[config.mk]
export PLATFORM = sky130hd
export DESIGN_NAME = tli_mul_div
export DESIGN_NICKNAME = d
export VERILOG_FILES = /design/src/sv/tli_pkg.sv /design/src/sv/tli_mul_div.sv
export SDC_FILE = /design/constraint.sdc
export NUM_CORES = 1
export LEC_CHECK = 0
export BUFFER_PORTS_ARGS = -buffer_cell sky130_fd_sc_hd__buf_2
export CELL_PAD_IN_SITES_DETAIL_PLACEMENT = 0
export CELL_PAD_IN_SITES_GLOBAL_PLACEMENT = 1
export CORE_MARGIN = 8
export CORE_UTILIZATION = 41
export DETAILED_ROUTE_END_ITERATION = 10
export PLACE_DENSITY = 0.77
export SLEW_MARGIN = 20
export SYNTH_ARGS = -nofsm -noshare
export SYNTH_HDL_FRONTEND = slang
export SYNTH_SLANG_ARGS = --single-unit
[constraint.sdc]
create_clock -name aclk -period 7.4 [get_ports aclk]
set_input_delay 2.22 -clock aclk [delete_from_list [all_inputs] [get_ports aclk]]
set_output_delay 2.22 -clock aclk [all_outputs]
set_load 0.01 [all_outputs]
[src/sv/tli_pkg.sv]
// Shared constants, codes, types and helpers of the table interpolation block.
// No dependencies; used by the datapath, the multiply-divide unit and the checker.
package tli_pkg;

    localparam int TABLE_DEPTH = 64;

    localparam int CFG_W    = 7;
    localparam int IDX_W    = 6;
    localparam int DATA_W   = 32;
    localparam int STATUS_W = 2;

    localparam int ADDR_W = $clog2(TABLE_DEPTH);
    localparam int CNT_W  = $clog2(TABLE_DEPTH + 1);

    // Differences of two 32-bit values need one extra bit.
    localparam int MAG_W  = DATA_W + 1;
    localparam int PROD_W = 2 * MAG_W;
    localparam int STEP_W = $clog2(MAG_W);

    localparam logic OP_WRITE  = 1'b0;
    localparam logic OP_LOOKUP = 1'b1;

    localparam logic [STATUS_W-1:0] RANGE_INTERP = 2'd0;
    localparam logic [STATUS_W-1:0] RANGE_FIRST  = 2'd1;
    localparam logic [STATUS_W-1:0] RANGE_LAST   = 2'd2;

    typedef struct packed {
        logic             start;
        logic [MAG_W-1:0] mag_a;
        logic [MAG_W-1:0] mag_b;
        logic [MAG_W-1:0] mag_d;
    } md_req_t;

    function automatic logic [MAG_W-1:0] mag_of(input logic [MAG_W-1:0] v);
        logic [MAG_W-1:0] neg_v;
        neg_v = MAG_W'(~v + 1'b1);
        return v[MAG_W-1] ? neg_v : v;
    endfunction

endpackage

[src/sv/tli_mul_div.sv]
// Serial unit computing floor(a * b / d) on unsigned magnitudes.
// Depends on tli_pkg; one shift-add multiply then one restoring divide.
module tli_mul_div (
    input  logic                      aclk,
    input  logic                      aresetn,
    input  tli_pkg::md_req_t          md_req,
    output logic                      md_done,
    output logic [tli_pkg::MAG_W-1:0] md_quotient
);

    typedef enum logic [1:0] {MD_IDLE, MD_MUL, MD_DIV} md_state_t;

    md_state_t                       md_state_reg;
    logic [tli_pkg::STEP_W-1:0]      cnt_reg;
    logic [tli_pkg::PROD_W-1:0]      acc_reg;
    logic [tli_pkg::MAG_W-1:0]       a_reg;
    logic [tli_pkg::MAG_W-1:0]       d_reg;
    logic                            done_reg;

    logic [tli_pkg::MAG_W:0]         mul_sum;
    logic [tli_pkg::PROD_W-1:0]      mul_next;
    logic [tli_pkg::MAG_W:0]         div_trial;
    logic [tli_pkg::MAG_W:0]         div_diff;
    logic                            div_ge;
    logic [tli_pkg::PROD_W-1:0]      div_next;
    logic                            last_step;

    always_comb begin
        // Multiply: add multiplicand into the upper half, then shift right.
        mul_sum  = {1'b0, acc_reg[tli_pkg::PROD_W-1:tli_pkg::MAG_W]}
                 + (acc_reg[0] ? {1'b0, a_reg} : '0);
        mul_next = {mul_sum, acc_reg[tli_pkg::MAG_W-1:1]};
        // Divide: remainder sits in the upper half, quotient bits enter at the bottom.
        div_trial = {acc_reg[tli_pkg::PROD_W-1:tli_pkg::MAG_W], acc_reg[tli_pkg::MAG_W-1]};
        div_ge    = div_trial >= {1'b0, d_reg};
        div_diff  = div_trial - {1'b0, d_reg};
        div_next  = {(div_ge ? div_diff[tli_pkg::MAG_W-1:0] : div_trial[tli_pkg::MAG_W-1:0]),
                     acc_reg[tli_pkg::MAG_W-2:0], div_ge};
        last_step = cnt_reg == tli_pkg::STEP_W'(tli_pkg::MAG_W - 1);
    end

    always_ff @(posedge aclk) begin
        if (!aresetn) begin
            md_state_reg <= MD_IDLE;
            done_reg     <= 1'b0;
        end else begin
            done_reg <= 1'b0;
            case (md_state_reg)
                MD_IDLE: begin
                    if (md_req.start) begin
                        acc_reg      <= {tli_pkg::MAG_W'(0), md_req.mag_b};
                        a_reg        <= md_req.mag_a;
                        d_reg        <= md_req.mag_d;
                        cnt_reg      <= '0;
                        md_state_reg <= MD_MUL;
                    end
                end
                MD_MUL: begin
                    acc_reg <= mul_next;
                    if (last_step) begin
                        cnt_reg      <= '0;
                        md_state_reg <= MD_DIV;
                    end else begin
                        cnt_reg <= cnt_reg + 1'b1;
                    end
                end
                MD_DIV: begin
                    acc_reg <= div_next;
                    if (last_step) begin
                        done_reg     <= 1'b1;
                        md_state_reg <= MD_IDLE;
                    end else begin
                        cnt_reg <= cnt_reg + 1'b1;
                    end
                end
                default: begin
                    md_state_reg <= MD_IDLE;
                end
            endcase
        end
    end

    assign md_done     = done_reg;
    assign md_quotient = acc_reg[tli_pkg::MAG_W-1:0];

endmodule

==> metrics.md <==
| Metric | Value |
|---|---|
| CTS tree | `built` |
| Placed insts | `1309` |
| Post-CTS Setup Bufs | `0` |
| Port Buffers | `135` |
| DRC | `0` |
| Mapped Nets | `1122` |
| GRT Overall Usage | `16.66%` |
| Number of global-route vias before repair | `7605` |
| Hold Path Class | `reg -> reg` |
| CTS Buf Count | `17` |
| CTS H-tree lvls | `4` |
| Pre-antenna DRT Iters | `4` |
| Slowest CP cell | `o21ai_4` |
| Largest net degree at the start of global routing | `70` |
| Gate Count Post-Synth | `946` |
| Critical path capture point type | `register` |
| Fin Hold WS | `549.7 ps` |
| Clock tree sinks | `141` |
| Fmax | `0.2527 GHz` |
| RSZ-0062 raised after global routing | `no` |
| Die Ht | `167.7 um` |
| Sum of buffers and inverters on the critical path | `2` |
| Mean post-synth cell area | `9.973 sq um` |
| Static Leak | `4.455 nW` |
| Synth warnings | `0` |
| Clock Latency Late Sink | `430 ps` |
| Largest register FFs | `66` |
| Worst R2R Setup Slack | `3440 ps` |
| Post-Layout Inst Area | `10800 sq um` |
| Fin util | `47.69%` |
| Final Hold Fails | `0` |
| Area grow syn2layout | `14.44%` |
| PD cells | `270.3 nW/um^2` |
| WP data arrival | `4130 ps` |
| Core area | `22640 sq um` |
| Num rows | `55` |
| CTS max path bufs | `2` |
| Tcrit/Tclk final | `53.47%` |
| Post-synth EDFFs | `138` |
| Ys flop type | `edfxtp_1` |
| IO Pins | `136` |
| Final slew viol count | `0` |
| Final antenna-violating net count | `0` |
| DIE WIDTH | `167.7 um` |
| Share of cells above drive strength 1 | `18.45%` |
| Max-cap violation count | `0` |
| Post-DP HPWL | `16480 um` |
| Crit path cell chain | `inv_1 -> ha_1 -> fa_1 -> nand2b_1 -> a21oi_1 -> o21bai_1 -> a21boi_0 -> o21ai_0 -> a21boi_1 -> o21ai_4 -> buf_4 -> mux2_2 -> a22oi_1 -> nor2b_1` |
| Worst Path Max Fanout | `30` |
| Via count | `7310` |
| Final Non-Filler Cells | `1343` |
| Outcome | `complete, no violations` |
| Synthesized area | `9434 sq um` |
| Initial detailed-routing violation count | `410` |
| Worst-Margin Slew | `931.0 ps` |
| Initial antenna violation count | `3` |
| Root Buffer | `clkbuf_16` |
| CTS clock-pin slew for the worst setup and hold paths | `70 ps` |
| Gr ovfl total | `0` |
| CP delay by family, top | `compound AO/OA/AOI/OAI gates` |
| Layout Nets | `1220` |
| Slew headroom | `37.93%` |
| CP Launch Type | `register` |
| Setup TNS Final | `0 ps` |
| Largest stage delay, worst path | `640 ps` |
| First-pass GRT wire length | `38170 um` |
| Post-synth ARST share | `0%` |
| Netlist cell types | `64` |
| Post-route minimum period | `3957 ps` |
| Starting density of the core | `41.67%` |
| Worst IR drop on VDD | `0.1261 mV` |
| Die ar. | `28120 sq um` |
| CP required | `7580 ps` |
| Drt wl/cell | `17.26 um` |
| Area post-placement | `10170 sq um` |
| Hold buffers post-CTS | `0` |
| Routed vias/inst | `5.443` |
| Worst setup path class | `reg -> reg` |
| RePlAce Congestion | `0.8345` |
| Sequential area share after synthesis | `44.56%` |
| Final Skew | `12.81 ps` |
| Total wire length | `23180 um` |
| CTS resizes | `0` |
| Setup Viol. Count Final | `0` |
| Number of synthesized register bits | `141` |
[layout make-up]
class | instances | area [sq um]
antenna | 1 | 2.502
clock buffer | 17 | 425.4
clock inverter | 15 | 178.9
fill | 2159 | 11840
inverter | 50 | 187.7
multi-input combinational | 690 | 4691
sequential | 141 | 4204
tap | 285 | 356.6
timing repair buffer | 144 | 750.7
[power by group]
part           internal [mW]  switching, mW  total [mW]
Clock                  0.459          0.411       0.870
Sequential              1.01         0.0719        1.09
Combinational          0.394          0.568       0.962
[final timing paths]
path | cells after the start | end | start
worst max-delay path | 14 | acc_reg[61] | acc_reg[32]
worst min-delay path | 2 | md_state_reg[1] | md_state_reg[1]
worst max register to register | 14 | acc_reg[61] | acc_reg[32]
worst min register to register | 2 | md_state_reg[1] | md_state_reg[1]
[worst min-delay path, stage by stage (launching register included)]
cell,delay [ps]
dfxtp_1,350
o21ai_0,90
a21oi_1,60
[Yosys cell counts, types with 2 or more instances]
cell      number  area share, %
buf_2          2           0.11
nand2_1       47            1.9
buf_4         34            2.7
o22ai_1       30            2.0
a21boi_0       4           0.32
nor4_1         2           0.13
nand3_1       19            1.0
a21o_1        24            1.9
nor3_1         2           0.11
dfxtp_1        3           0.64
and3_1         8           0.53
o211ai_1       6           0.48
fa_1           2           0.42
o21a_1         7           0.56
ha_1          72            9.5
xnor2_1       36            3.3
nor2b_1        9           0.60
a211oi_1       4           0.32
nor4b_1        2           0.19
inv_1         50            2.0
nor2_1        91            3.6
o21bai_1       8           0.64
a22oi_1       33            2.6
buf_1          5           0.20
and2_1        36            2.4
or3_1          2           0.13
and3_4         2           0.24
o21ai_0       35            1.9
xor2_1        26            2.4
nand3b_1       2           0.16
o31ai_1        2           0.16
a31o_2         2           0.19
and4_1         4           0.37
mux2i_1       12            1.3
clkbuf_1      24           0.95
a31oi_1        5           0.33
nand2b_1      10           0.66
a21oi_1      116            6.2
nand4_1        6           0.40
edfxtp_1     138             44
[per-stage QoR]
stage | power [mW] | worst slack, ps
after floorplan | 1.850 | 1467
after global placement | 2.055 | 3303
after detailed placement | 2.059 | 3188
after CTS | 2.945 | 3152
after global routing | 3.105 | 3016
final | 2.919 | 3443
[cell usage in the layout, fill, tap and decap left out, drive strengths merged, types with 17 or more instances in the layout]
cell    count
nand3      19
o21ai      37
buf       144
a21oi     116
nand2      47
a21o       24
xor2       26
and2       36
inv        60
a22oi      33
edfxtp    138
nor2       91
xnor2      36
o22ai      30
clkbuf     17
ha         72
[cells by family (layout without fill, tap and decap cells)]
logic type | after synthesis | after routing | synth area share [%]
buf+inv | 115 | 226 | 5.955
mux | 13 | 13 | 1.393
fa+ha+maj | 74 | 74 | 9.973
xor+xnor | 62 | 62 | 5.756
compound gates | 291 | 291 | 19.24
simple gates | 250 | 250 | 13.12
other cells | 0 | 1 | 0
flops | 141 | 141 | 44.56
[metal layers]
| layer | up-vias | track usage [%] | share of wire [%] |
|---|---|---|---|
| met1 | 3423 | 21.06 | 46 |
| met3 | 22 | 5.126 | 6.7 |
| met2 | 203 | 27.07 | 46 |
| met4 | 4 | 4.775 | 1.2 |
| li1 | 3658 | - | - |
| met5 | - | 0 | 0.11 |
Power figures use the tool's default switching activity.
